**src/design/bvl_pkg.sv**
```systemverilog
// Shared constants, types and helpers for the basename version lookup block.
// No dependencies.
`default_nettype none

package bvl_pkg;

  // Table geometry
  localparam int TABLE_ENTRIES = 16;
  localparam int NAME_BYTES    = 14;

  localparam int ENTRY_W = (TABLE_ENTRIES > 1) ? $clog2(TABLE_ENTRIES) : 1;
  localparam int LEN_W   = $clog2(NAME_BYTES);   // holds 0 .. NAME_BYTES-1
  localparam int BUF_BYTES = NAME_BYTES - 1;     // longest accepted basename

  // Operation codes
  typedef enum logic [1:0] {
    OP_PATH    = 2'd0,
    OP_NAME    = 2'd1,
    OP_VERSION = 2'd2
  } op_e;

  // Character codes
  localparam logic [7:0] CHAR_NUL     = 8'h00;
  localparam logic [7:0] CHAR_SLASH   = 8'h2F;
  localparam logic [7:0] CHAR_COLON   = 8'h3A;
  localparam logic [7:0] CHAR_BSLASH  = 8'h5C;
  localparam logic [7:0] CHAR_LOWER_A = 8'h61;
  localparam logic [7:0] CHAR_LOWER_Z = 8'h7A;
  localparam logic [7:0] CASE_OFFSET  = 8'd32;

  typedef logic [NAME_BYTES-1:0][7:0] name_row_t;

  typedef struct packed {
    logic [BUF_BYTES-1:0][7:0] bytes;
    logic [LEN_W-1:0]          len;
    logic                      too_long;
  } basename_t;

  typedef struct packed {
    logic               en;
    logic [ENTRY_W-1:0] addr;
  } tbl_rd_t;

  typedef struct packed {
    name_row_t   name;
    logic [15:0] version;
  } tbl_row_t;

  typedef enum logic [1:0] {
    SCAN_IDLE,
    SCAN_READ,
    SCAN_LAST,
    SCAN_DONE
  } scan_state_e;

  function automatic logic [7:0] to_upper(input logic [7:0] ch);
    logic [7:0] res;
    res = ch;
    if (ch >= CHAR_LOWER_A && ch <= CHAR_LOWER_Z) begin
      res = ch - CASE_OFFSET;
    end
    return res;
  endfunction

endpackage

`default_nettype wire

```
**src/design/bvl_table.sv**
```systemverilog
// Name and version memories with per-byte and per-entry valid flags.
// Depends on bvl_pkg.
`default_nettype none

module bvl_table (
  input  wire logic             clk_i,
  input  wire logic             rst_ni,
  input  wire logic             name_we_i,
  input  wire logic             ver_we_i,
  input  wire logic [3:0]       entry_index_i,
  input  wire logic [3:0]       char_position_i,
  input  wire logic [7:0]       char_value_i,
  input  wire logic [15:0]      ver_wdata_i,
  input  wire bvl_pkg::tbl_rd_t rd_i,
  output bvl_pkg::tbl_row_t     row_o
);
  import bvl_pkg::*;

  // One bit above the address so the bound itself fits
  localparam int IDX_W = (ENTRY_W + 1 > 4) ? ENTRY_W + 1 : 4;
  localparam int POS_W = (LEN_W + 1 > 4) ? LEN_W + 1 : 4;

  name_row_t   name_mem [TABLE_ENTRIES];
  logic [15:0] ver_mem  [TABLE_ENTRIES];

  logic [TABLE_ENTRIES-1:0][NAME_BYTES-1:0] byte_vld_q;
  logic [TABLE_ENTRIES-1:0]                 ver_vld_q;

  logic [IDX_W-1:0]   idx_ext;
  logic [POS_W-1:0]   pos_ext;
  logic               idx_ok, pos_ok;
  logic [ENTRY_W-1:0] wr_row;
  logic [LEN_W-1:0]   wr_col;

  name_row_t           rd_name_q;
  logic [NAME_BYTES-1:0] rd_bvld_q;
  logic [15:0]         rd_ver_q;
  logic                rd_vvld_q;

  assign idx_ext = IDX_W'(entry_index_i);
  assign pos_ext = POS_W'(char_position_i);
  assign idx_ok  = idx_ext < IDX_W'(TABLE_ENTRIES);
  assign pos_ok  = pos_ext < POS_W'(NAME_BYTES);
  assign wr_row  = idx_ext[ENTRY_W-1:0];
  assign wr_col  = pos_ext[LEN_W-1:0];

  // Memory arrays
  always_ff @(posedge clk_i) begin
    if (name_we_i && idx_ok && pos_ok) begin
      name_mem[wr_row][wr_col] <= char_value_i;
    end
    if (ver_we_i && idx_ok) begin
      ver_mem[wr_row] <= ver_wdata_i;
    end
    if (rd_i.en) begin
      rd_name_q <= name_mem[rd_i.addr];
      rd_ver_q  <= ver_mem[rd_i.addr];
    end
  end

  // Valid flags stand in for clearing the arrays at reset
  always_ff @(posedge clk_i or negedge rst_ni) begin
    if (!rst_ni) begin
      byte_vld_q <= '0;
      ver_vld_q  <= '0;
      rd_bvld_q  <= '0;
      rd_vvld_q  <= 1'b0;
    end else begin
      if (name_we_i && idx_ok && pos_ok) begin
        byte_vld_q[wr_row][wr_col] <= 1'b1;
      end
      if (ver_we_i && idx_ok) begin
        ver_vld_q[wr_row] <= 1'b1;
      end
      if (rd_i.en) begin
        rd_bvld_q <= byte_vld_q[rd_i.addr];
        rd_vvld_q <= ver_vld_q[rd_i.addr];
      end
    end
  end

  always_comb begin
    for (int k = 0; k < NAME_BYTES; k++) begin
      row_o.name[k] = rd_bvld_q[k] ? rd_name_q[k] : 8'h00;
    end
    row_o.version = rd_vvld_q ? rd_ver_q : 16'h0000;
  end

endmodule

`default_nettype wire

```
**src/design/bvl_capture.sv**
```systemverilog
// Captures the final path component, upper-cased, with its length.
// Depends on bvl_pkg.
`default_nettype none

module bvl_capture (
  input  wire logic       clk_i,
  input  wire logic       rst_ni,
  input  wire logic       char_we_i,   // accepted non-NUL path character
  input  wire logic [7:0] char_value_i,
  input  wire logic       clear_i,     // end of lookup
  output bvl_pkg::basename_t base_o
);
  import bvl_pkg::*;

  logic [BUF_BYTES-1:0][7:0] bytes_q;
  logic [LEN_W-1:0]          len_q, len_d;
  logic                      too_long_q, too_long_d;
  logic                      is_sep, store;

  assign is_sep = (char_value_i == CHAR_BSLASH) || (char_value_i == CHAR_SLASH) ||
                  (char_value_i == CHAR_COLON);

  always_comb begin
    len_d      = len_q;
    too_long_d = too_long_q;
    store      = 1'b0;
    if (clear_i) begin
      len_d      = '0;
      too_long_d = 1'b0;
    end else if (char_we_i) begin
      if (is_sep) begin
        len_d      = '0;
        too_long_d = 1'b0;
      end else if (!too_long_q) begin
        if (len_q == LEN_W'(NAME_BYTES - 1)) begin
          too_long_d = 1'b1;
        end else begin
          store = 1'b1;
          len_d = len_q + LEN_W'(1);
        end
      end
    end
  end

  always_ff @(posedge clk_i or negedge rst_ni) begin
    if (!rst_ni) begin
      len_q      <= '0;
      too_long_q <= 1'b0;
    end else begin
      len_q      <= len_d;
      too_long_q <= too_long_d;
    end
  end

  // Stale bytes past len are never compared
  always_ff @(posedge clk_i) begin
    for (int k = 0; k < BUF_BYTES; k++) begin
      if (store && len_q == LEN_W'(k)) begin
        bytes_q[k] <= to_upper(char_value_i);
      end
    end
  end

  assign base_o.bytes    = bytes_q;
  assign base_o.len      = len_q;
  assign base_o.too_long = too_long_q;

endmodule

`default_nettype wire

```
**src/design/bvl_scan.sv**
```systemverilog
// Table scan sequencer, entry comparator and result register.
// Depends on bvl_pkg.
`default_nettype none

module bvl_scan (
  input  wire logic               clk_i,
  input  wire logic               rst_ni,
  input  wire logic               start_i,
  input  wire bvl_pkg::basename_t base_i,
  input  wire bvl_pkg::tbl_row_t  row_i,
  output bvl_pkg::tbl_rd_t        rd_o,
  output logic                    busy_o,
  output logic                    clear_o,
  input  wire logic               out_stall_i,
  output logic                    out_valid_o,
  output logic                    found_o,
  output logic [15:0]             version_word_o
);
  import bvl_pkg::*;

  scan_state_e        state_q, state_d;
  logic [ENTRY_W-1:0] cnt_q, cnt_d;
  logic               pend_q;
  logic               hit_q, hit_d;
  logic [15:0]        word_q, word_d;
  logic               out_valid_q, out_valid_d;
  logic               found_q;
  logic [15:0]        ver_q;
  logic               match, load;

  // Entry compare: non-empty entry, basename not too long, exact bytes up to len, then a zero byte
  always_comb begin
    match = (row_i.name[0] != CHAR_NUL) && !base_i.too_long;
    for (int k = 0; k < BUF_BYTES; k++) begin
      if (LEN_W'(k) < base_i.len && row_i.name[k] != base_i.bytes[k]) begin
        match = 1'b0;
      end
    end
    for (int k = 0; k < NAME_BYTES; k++) begin
      if (LEN_W'(k) == base_i.len && row_i.name[k] != CHAR_NUL) begin
        match = 1'b0;
      end
    end
  end

  // Next state
  always_comb begin
    state_d = state_q;
    unique case (state_q)
      SCAN_IDLE: if (start_i) state_d = SCAN_READ;
      SCAN_READ: if (cnt_q == ENTRY_W'(TABLE_ENTRIES - 1)) state_d = SCAN_LAST;
      SCAN_LAST: state_d = SCAN_DONE;
      SCAN_DONE: if (!out_valid_q || !out_stall_i) state_d = SCAN_IDLE;
      default:   state_d = SCAN_IDLE;
    endcase
  end

  // Outputs and datapath
  always_comb begin
    rd_o.en   = 1'b0;
    rd_o.addr = cnt_q;
    cnt_d     = cnt_q;
    hit_d     = hit_q;
    word_d    = word_q;
    load      = 1'b0;
    unique case (state_q)
      SCAN_IDLE: begin
        cnt_d  = '0;
        hit_d  = 1'b0;
        word_d = '0;
      end
      SCAN_READ: begin
        rd_o.en = 1'b1;
        cnt_d   = cnt_q + ENTRY_W'(1);
      end
      SCAN_LAST: ;
      SCAN_DONE: load = !out_valid_q || !out_stall_i;
      default: ;
    endcase
    // first hit wins
    if (pend_q && !hit_q && match) begin
      hit_d  = 1'b1;
      word_d = row_i.version;
    end
    out_valid_d = load | (out_valid_q & out_stall_i);
  end

  always_ff @(posedge clk_i or negedge rst_ni) begin
    if (!rst_ni) begin
      state_q     <= SCAN_IDLE;
      cnt_q       <= '0;
      pend_q      <= 1'b0;
      hit_q       <= 1'b0;
      out_valid_q <= 1'b0;
    end else begin
      state_q     <= state_d;
      cnt_q       <= cnt_d;
      pend_q      <= rd_o.en;
      hit_q       <= hit_d;
      out_valid_q <= out_valid_d;
    end
  end

  always_ff @(posedge clk_i) begin
    word_q <= word_d;
    if (load) begin
      found_q <= hit_q;
      ver_q   <= word_q;
    end
  end

  assign busy_o         = (state_q != SCAN_IDLE);
  assign clear_o        = load;
  assign out_valid_o    = out_valid_q;
  assign found_o        = found_q;
  assign version_word_o = ver_q;

endmodule

`default_nettype wire

```
**src/design/basename_version_lookup_top.sv**
```systemverilog
// Basename version lookup, top level.
// A NUL terminator starts a scan of TABLE_ENTRIES entries, one memory read per cycle; its
// result is registered when the scan reaches its final state and the result register is free,
// and input is held off until then.
// Reset is asynchronous: the table reads as all zero at once through valid flags,
// no clearing pass; the captured basename is emptied.
`default_nettype none

module basename_version_lookup_top (
  input  wire logic        clk_i,
  input  wire logic        rst_ni,
  // input channel
  input  wire logic        in_valid_i,
  output logic             in_stall_o,
  input  wire logic [1:0]  operation_i,
  input  wire logic [3:0]  entry_index_i,
  input  wire logic [3:0]  char_position_i,
  input  wire logic [7:0]  char_value_i,
  input  wire logic [7:0]  major_version_i,
  input  wire logic [7:0]  minor_version_i,
  // result channel
  output logic             out_valid_o,
  input  wire logic        out_stall_i,
  output logic             found_o,
  output logic [15:0]      version_word_o
);
  import bvl_pkg::*;

  logic      in_xfer;
  logic      is_path, is_term;
  logic      busy, clear;
  basename_t base;
  tbl_rd_t   rd;
  tbl_row_t  row;

  // Only the scan blocks new transfers; a waiting result does not, since
  // the scan itself parks in its final state until the result register frees.
  assign in_stall_o = busy;
  assign in_xfer    = in_valid_i & ~busy;

  assign is_path = in_xfer && (operation_i == OP_PATH);
  assign is_term = is_path && (char_value_i == CHAR_NUL);

  // Name bytes and version words go straight into the memories
  bvl_table u_table (
    .clk_i           (clk_i),
    .rst_ni          (rst_ni),
    .name_we_i       (in_xfer && (operation_i == OP_NAME)),
    .ver_we_i        (in_xfer && (operation_i == OP_VERSION)),
    .entry_index_i   (entry_index_i),
    .char_position_i (char_position_i),
    .char_value_i    (char_value_i),
    .ver_wdata_i     ({minor_version_i, major_version_i}),
    .rd_i            (rd),
    .row_o           (row)
  );

  // Basename is held through the scan and emptied when the result is loaded
  bvl_capture u_capture (
    .clk_i        (clk_i),
    .rst_ni       (rst_ni),
    .char_we_i    (is_path && !is_term),
    .char_value_i (char_value_i),
    .clear_i      (clear),
    .base_o       (base)
  );

  // Walks entries in order, keeps the first hit
  bvl_scan u_scan (
    .clk_i          (clk_i),
    .rst_ni         (rst_ni),
    .start_i        (is_term),
    .base_i         (base),
    .row_i          (row),
    .rd_o           (rd),
    .busy_o         (busy),
    .clear_o        (clear),
    .out_stall_i    (out_stall_i),
    .out_valid_o    (out_valid_o),
    .found_o        (found_o),
    .version_word_o (version_word_o)
  );

endmodule

`default_nettype wire
```
**config.mk**
```make
export PLATFORM = sky130hd
export DESIGN_NAME = basename_version_lookup_top
export DESIGN_NICKNAME = d
export VERILOG_FILES = /design/src/design/bvl_pkg.sv /design/src/design/bvl_table.sv /design/src/design/bvl_capture.sv /design/src/design/bvl_scan.sv /design/src/design/basename_version_lookup_top.sv
export SDC_FILE = /design/constraint.sdc
export NUM_CORES = 2
export LEC_CHECK = 0
export ABC_AREA = 1
export BUFFER_PORTS_ARGS = -buffer_cell sky130_fd_sc_hd__buf_4
export CAP_MARGIN = 20
export CORE_MARGIN = 3
export CORE_UTILIZATION = 45
export DETAILED_ROUTE_END_ITERATION = 8
export PLACE_DENSITY = 0.71
export SKIP_CTS_REPAIR_TIMING = 1
export SLEW_MARGIN = 20
export SYNTH_ARGS = -nofsm -noshare
export SYNTH_HDL_FRONTEND = slang
export SYNTH_SLANG_ARGS = --single-unit
```
**constraint.sdc**
```tcl
create_clock -name clk_i -period 8.25 [get_ports clk_i]
set_clock_uncertainty 0.1 [all_clocks]
set_input_delay 1.65 -clock clk_i [delete_from_list [all_inputs] [get_ports clk_i]]
set_output_delay 1.65 -clock clk_i [all_outputs]
set_load 0.01 [all_outputs]
```
# Yosys cells after proc, flatten, opt, wreduce, memory -nomap -nowiden
# Memories as Yosys holds them, arrays and structs flattened. A register that Yosys moved wholly into a read port is not among the register bits.
# Cells that the tools add are included.
dict set report op_classes {
  eq_ne 53
  magnitude_cmp 22
  reduce_logical 86
  addsub 3
  n_mux 85
  bitwise_logic 6
}
# cell count
set op_table {}
lappend op_table {{OR 224 bit} 1}
lappend op_table {{2-to-1 mux 8 bit} 16}
lappend op_table {{2-to-1 mux 112 bit} 1}
lappend op_table {{nonzero test 8 bit} 14}
lappend op_table {{!= test 8 bit} 13}
lappend op_table {{binary-select mux 14 bit (select 4 bit)} 1}
lappend op_table {{demux 14 bit (select 4 bit)} 1}
lappend op_table {{logical AND 1 bit} 54}
lappend op_table {{2-to-1 mux 16 bit} 3}
lappend op_table {{2-to-1 mux 1 bit} 47}
lappend op_table {{demux 8 bit (select 4 bit)} 1}
lappend op_table {{equality test 4 bit, second input constant} 7}
lappend op_table {{2-to-1 mux 14 bit} 2}
lappend op_table {{equality test 4 bit, first input constant} 6}
lappend op_table {{less-than comparator 4 bit, first input constant} 5}
lappend op_table {{less-than comparator 4 x 5 -> 1 bit, second input constant} 4}
lappend op_table {{2-to-1 mux 4 bit} 5}
lappend op_table {{equality test 3 x 4 -> 1 bit, first input constant} 4}
lappend op_table {{equality test 4 x 3 -> 1 bit, second input constant} 4}
lappend op_table {{equality test 8 x 6 -> 1 bit, second input constant} 2}
lappend op_table {{less-than comparator 3 x 4 -> 1 bit, first input constant} 4}
lappend op_table {{OR 16 bit} 1}
lappend op_table {{adder 4 x 1 -> 4 bit, second input constant} 2}
lappend op_table {{demux 1 bit (select 4 bit)} 2}
lappend op_table {{other kinds (32)} 55}
dict set report totals {
  input_bits 38
  out_inout_bits 19
  regBits 406
  elab_cells 299
  memories 2
  mem_bits_rw 2048
}
# memory words word_bits rd rd_clocked_by_memory_dff write_ports line
set mem_list {}
lappend mem_list {u_table.name_mem 16 112 1 1 1 bvl_table.sv:23} ;# name_row_t name_mem [TABLE_ENTRIES];
lappend mem_list {u_table.ver_mem 16 16 1 1 1 bvl_table.sv:24} ;# logic [15:0] ver_mem [TABLE_ENTRIES];

# Logic depth before layout (Yosys ltp)
dict set report logic_depth {
  ltp_word 32
  ltp_mapped 16
}

# Cells and area by module
# A second synthesis with hierarchy kept.
dict set report unflattened {
  cells_unflattened 8695
  hier_area_um2 104616.6
}
# mod seq_area_each_um2 instances cells_per_inst area_each_um2
set modules_own_cells {}
lappend modules_own_cells {bvl_table 71723.8 1 7908 97039.3}
lappend modules_own_cells {bvl_capture 3248.1 1 217 3777.4}
lappend modules_own_cells {bvl_scan 1216.2 1 544 3696.0}
lappend modules_own_cells {basename_version_lookup_top 0.0 1 26 103.8}

# Worst setup path before layout
# Ideal clock, no wire load.
dict set report synth_path {
  kind {reg2reg}
  startpoint {register u_scan.state_q[1]}
  endpoint {register u_table.rd_bvld_q[10]}
  t_arrival_ns 4.449
  setup_time_ns 0.117
  stages_incl_launch_ff 9
  synth_period_minus_slack_ns 4.666
  slack_ns 3.584
  n_path_buf 3
  cell_sequence {dfrtp_1 > inv_1 > ha_1 > clkbuf_1 > inv_1 > clkbuf_1 > clkbuf_1 > nand2_1 > nand2_1}
}
# element line
set synth_lines {}
lappend synth_lines {{start, declared} bvl_scan.sv:21} ;# scan_state_e state_q, state_d;
lappend synth_lines {{start signal, assigned} bvl_scan.sv:96} ;# state_q <= state_d;
lappend synth_lines {{end signal, assigned} bvl_table.sv:76} ;# rd_bvld_q <= byte_vld_q[rd_i.addr];
lappend synth_lines {{end, declared} bvl_table.sv:36} ;# logic [NAME_BYTES-1:0] rd_bvld_q;

# Final worst setup path
dict set report layout_path {
  startpoint {input char_value_i[6]}
  endpoint {register u_capture.bytes_q, in the netlist u_capture.base_o[47] (enable)}
}
dict set report layout_between {
  elab_chain_len 7
  word_cells_on_any_way 13
}
# element line
set layout_rtl {}
lappend layout_rtl {{start, declared} basename_version_lookup_top.sv:18} ;# input wire logic [7:0] char_value_i,
lappend layout_rtl {{equality test 8 x 7 -> 1 bit, or another cell as far along} bvl_capture.sv:20} ;# assign is_sep = (char_value_i == CHAR_BSLASH) || (char_value_i == CHAR_SLASH) ||
lappend layout_rtl {{logical OR 1 bit / logical AND 1 bit (equally long branches)} {bvl_capture.sv:20, basename_version_lookup_top.sv:42}}
lappend layout_rtl {{logical OR 1 bit / zero test 1 bit (equally long branches)} {bvl_capture.sv:20, basename_version_lookup_top.sv:62}}
lappend layout_rtl {{2-to-1 mux 1 bit / logical AND 1 bit (equally long branches)} {bvl_capture.sv:31, basename_version_lookup_top.sv:62}}
lappend layout_rtl {{2-to-1 mux 1 bit *} bvl_capture.sv:30} ;# end else if (char_we_i) begin
lappend layout_rtl {{2-to-1 mux 1 bit *} bvl_capture.sv:27} ;# if (clear_i) begin
lappend layout_rtl {{logical AND 1 bit *} bvl_capture.sv:58} ;# if (store && len_q == LEN_W'(k)) begin
lappend layout_rtl {{end signal, assigned by index} bvl_capture.sv:59} ;# bytes_q[k] <= to_upper(char_value_i);
lappend layout_rtl {{end, declared} bvl_capture.sv:15} ;# logic [BUF_BYTES-1:0][7:0] bytes_q;
# Every way passes the cells marked *; elsewhere a longest branch is shown, timed or not.
# A chain may end at the register's enable or synchronous reset.

==> tab_implementation.tex <==
\begin{tabular}{lr}
\hline
Metric & Value \\
\hline
\multicolumn{2}{l}{\textbf{Final layout}} \\
\quad Synth-to-layout area growth & 11.44\% \\
\quad Final Cell Area & 0.1139 mm² \\
\quad Net count, final & between 7000 and 8000 \\
\quad Final instance count without filler cells & 11073 \\
\quad FF/Latch Area & 0.07620 mm² \\
\quad Ratio of cells with drive above 1 in the final layout & a little under a tenth \\
\quad Filler instances & between 15000 and 20000 \\
\quad Multi-input gate area in the final layout & between 0.02 and 0.025 mm² \\
\multicolumn{2}{l}{\textbf{Synth}} \\
\quad Synthesized instance count & 7996 \\
\quad Compound-Gate Fraction of Synth Area & 12.03\% \\
\quad Main combinational cell family by area after synthesis & compound AO/OA/AOI/OAI gates \\
\quad Post-synth EDFFs & about 2300 \\
\quad Top flip-flop cell by instance count after synthesis & edfxtp\_1 \\
\quad Cell types occupying the most area after synthesis & edfxtp\_1, o21ai\_0, dfrtp\_1 \\
\quad Most used standard cells in the synthesized netlist & edfxtp\_1, nor2\_1, o21ai\_0 \\
\quad Adder and majority gate portion of the synthesized area & less than 1\% \\
\quad Xor and xnor fraction of the mapped netlist area & less than 1\% \\
\quad Part of the Yosys area used for sequential elements & 74.52\% \\
\quad Share of synthesized area spent on multiplexers & 0.1175\% \\
\quad Number of distinct library cells after synthesis & 48 \\
\quad Post-synthesis area per instance & 12.79 µm² \\
\quad Cell taking the most area after synthesis & edfxtp\_1 \\
\quad Post-synthesis share of cell area spent on and, or, nand and nor gates & around a tenth \\
\quad Post-synthesis async set-or-reset flop share & 10.42\% \\
\quad Most repeated cell in the gate-level netlist after synthesis & edfxtp\_1 \\
\quad Post-Synthesis Net Count & 8044 \\
\quad Top cell type's share of synthesized area & between 60\% and 70\% \\
\quad Combined area of all synthesized cells & $\sim$0.10 mm² \\
\quad Post-synthesis register bit count & 2582 \\
\quad Syn. warnings & 0 \\
\multicolumn{2}{l}{\textbf{Min path}} \\
\quad Hold crit path type & reg -> reg \\
\multicolumn{2}{l}{\textbf{Place}} \\
\quad Placed cell count & about 11000 \\
\quad Placement Cell Area & between 0.1 and 0.15 mm² \\
\quad Gp weighted congestion & 0.8733 \\
\quad Half-perimeter wire length after detailed placement & about 150000 µm \\
\quad Input/output buffers & 56 \\
\multicolumn{2}{l}{\textbf{Clocking}} \\
\quad Root buffer selected by CTS & clkbuf\_16 \\
\quad Sink count of the clock tree & approximately 2600 \\
\quad Source-to-sink clock delay at the later pin of the worst-skew pair & 0.91 ns \\
\quad Depth of the CTS H-tree & 5 \\
\quad Clock Tree Buf Depth & 4 \\
\quad Number of CTS-inserted buffers & between 200 and 300 \\
\quad Reg clk slew, reported paths & roughly 0.060 ns \\
\quad CTS tree & done \\
\multicolumn{2}{l}{\textbf{Power}} \\
\quad Worst IR drop on VDD & 284.5 µV \\
\quad Leakage power summed over all cells & roughly 39 nW \\
\quad Total design power & 35.46 mW \\
\quad Power per unit of standard cell area & roughly 310 mW/mm² \\
\multicolumn{2}{l}{\textbf{Die}} \\
\quad Standard-cell rows & 174 \\
\quad Die area & 0.2330 mm² \\
\quad Die Ht & 482.7 µm \\
\quad Top-level port count & 57 \\
\quad Floorplan die width & 482.7 µm \\
\quad Area of the core & approximately 0.23 mm² \\
\quad Starting utilization of the core area & 45.38\% \\
\multicolumn{2}{l}{\textbf{Critical path}} \\
\quad Worst Path Required & about 8.7 ns \\
\quad Cell with the largest stage delay on the worst path & nor3\_1 \\
\quad CP peak stage delay & approximately 1.0 ns \\
\quad Critical path type & in -> reg \\
\quad Worst-path maximum fanout & 100 \\
\quad CP cell instances & clkbuf\_8 > nor2\_1 > nand4\_1 > nand2\_1 > a211oi\_1 > nand3\_2 > nor3\_1 \\
\quad Category of the worst setup path capture point & register \\
\quad Arrival time at the worst endpoint & between 5 and 6 ns \\
\quad Element type at the critical path start & primary input \\
\multicolumn{2}{l}{\textbf{Route}} \\
\quad Routed length per placed instance & 24.37 µm \\
\quad Average via count per standard cell & 6.026 \\
\quad Count of TritonRoute iterations in the first routing pass & 9 \\
\quad ANT nets after route & 0 \\
\quad Wire length reported by the detailed router & 269800 µm \\
\quad Routed vias & between 60000 and 70000 \\
\quad Detailed Route Iter0 Violations & 9285 \\
\quad Final routed DRC violation total & 0 \\
\multicolumn{2}{l}{\textbf{Global routing}} \\
\quad Maximum number of pins on one net before global-route repair & $\sim$230 \\
\quad First-pass GRT wire length & just over 400000 µm \\
\quad Vias in the first global route & around 64000 \\
\quad Sum of overflow across all layers after global routing & 0 \\
\quad Gr usage total & a little under a quarter \\
\quad Number of antenna violations at the first check in global routing & 13 \\
\multicolumn{2}{l}{\textbf{Run}} \\
\quad Number of maximum-capacitance constraint violations & 0 \\
\multicolumn{2}{l}{\textbf{STA}} \\
\quad Slew @ Worst Pin & 1.149 ns \\
\quad Highest clock frequency the design can meet & roughly 220 MHz \\
\quad Max-slew headroom at the worst pin & about a quarter \\
\quad Part of the cycle the worst path needs & 56.16\% \\
\quad Unrepaired setup endpoints after global routing & no \\
\quad Final max-slew violation count & 0 \\
\quad Number of setup violations in the final report & 0 \\
\quad Number of failing hold endpoints at the final stage & 0 \\
\quad Post-route setup TNS & 0 ns \\
\quad Min Tclk post-route & 4.633 ns \\
\multicolumn{2}{l}{\textbf{Run status}} \\
\quad Result of the run & completed \\
\hline
\end{tabular}
[cell usage in the layout, fill, tap and decap left out, types with 6 or more instances in the layout]
cell and n:
o31ai_1 13, o21ai_0 1394, o32ai_1 9, nand3b_1 22, o211ai_1 51, diode_2 6, clkinv_2 24, dfrtp_1 265
xnor2_1 11, nand2_2 19, a21oi_1 79, o22ai_1 349, edfxtp_1 2313, mux2i_1 12, nand3_1 172, nor2_2 23
ha_1 9, clkinvlp_4 6, nand4_1 11, nand2_1 489, nor3_1 30, inv_1 194, buf_12 12, bufinv_16 18
buf_4 132, nor2_4 7, xor2_1 13, clkbuf_8 36, clkinv_1 38, buf_8 8, nor2_1 1518, or2_2 163
o221ai_1 240, clkbuf_1 65, clkbuf_16 284
[area by class of cell]
class / count / area share [%]
inverter: 202 / 0.6874
tap: 2992 / 3.286
multi-input combinational: 4658 / 20.22
antenna: 6 / 0.01318
timing repair buffer: 157 / 1.242
clock buffer: 382 / 6.850
sequential: 2582 / 66.88
clock inverter: 94 / 0.8148
[routing by layer]
metal,track usage [%],share of wire (%),up-vias,wire length [µm]
met4,9.287,4.0,8,10830
met5,0,0.020,-,53
met3,4.259,10,640,27360
met2,35.56,47,3965,125600
met1,31.46,39,33066,105900
li1,-,-,29047,-
[logic make-up (layout without fill, tap and decap cells)]
group                      Yosys count  count (layout)
AOI/OAI and AO/OA                 2146            2146
muxes                               12              12
and+or+nand+nor                   2466            2466
buffers and inverters              756             835
adders and majority gates           10              10
other                                0               6
xor gates and xnor gates            24              24
DFF                               2582            2582
[power breakdown]
| part | internal [mW] | total, mW | switching [mW] |
|---|---|---|---|
| Combinational | 2.20 | 8.05 | 5.85 |
| Clock | 7.15 | 12.0 | 4.87 |
| Sequential | 14.9 | 15.4 | 0.456 |
[per-stage QoR]
step	setup WS [ns]	utilization, %	hold WS, ns
after floorplan	3.584	-	0.3003
after global placement	2.486	46.64	0.3068
after detailed placement	2.445	46.65	0.3055
after CTS	3.381	50.53	0.3162
after global routing	3.486	50.56	0.3225
final	3.617	50.56	0.3088
[sequential cells by signal, summed over array words and instances, names as in the netlist, 2 cells and up]
| signal | cells |
|---|---|
| u_table.ver_mem | 256 |
| u_capture.base_o | 104 |
| u_capture.len_q | 4 |
| u_table.rd_ver_q | 16 |
| u_table.byte_vld_q | 224 |
| u_scan.version_word_o | 16 |
| u_scan.word_q | 16 |
| u_scan.cnt_q | 4 |
| u_table.ver_vld_q | 16 |
| u_table.rd_bvld_q | 14 |
| u_scan.state_q | 2 |
| u_table.name_mem | 1792 |
| u_table.rd_name_q | 112 |
[worst max-delay path, delay by kind of cell]
kind,cells,cell delay (ns)
buffers and inverters,1,0.53
AND/OR/NAND/NOR,5,2.16
AO/OA/AOI/OAI,1,0.57
[worst paths after layout]
| check | start | slack, ns | cells after the start | to |
|---|---|---|---|---|
| min | u_scan.word_q[4] | 0.31 | 0 | u_scan.version_word_o[4] |
| max in group asynchronous | rst_ni | 6.01 | 2 | u_scan.cnt_q[2] |
| min reg2reg | u_scan.word_q[4] | 0.31 | 0 | u_scan.version_word_o[4] |
| min in group asynchronous | rst_ni | 0.68 | 1 | u_scan.out_valid_o |
| max | char_value_i[6] | 3.62 | 7 | u_capture.base_o[47] |
| max reg2reg | u_scan.cnt_q[1] | 4.21 | 6 | u_table.rd_name_q[20] |
(Power assumes the default switching activity.)
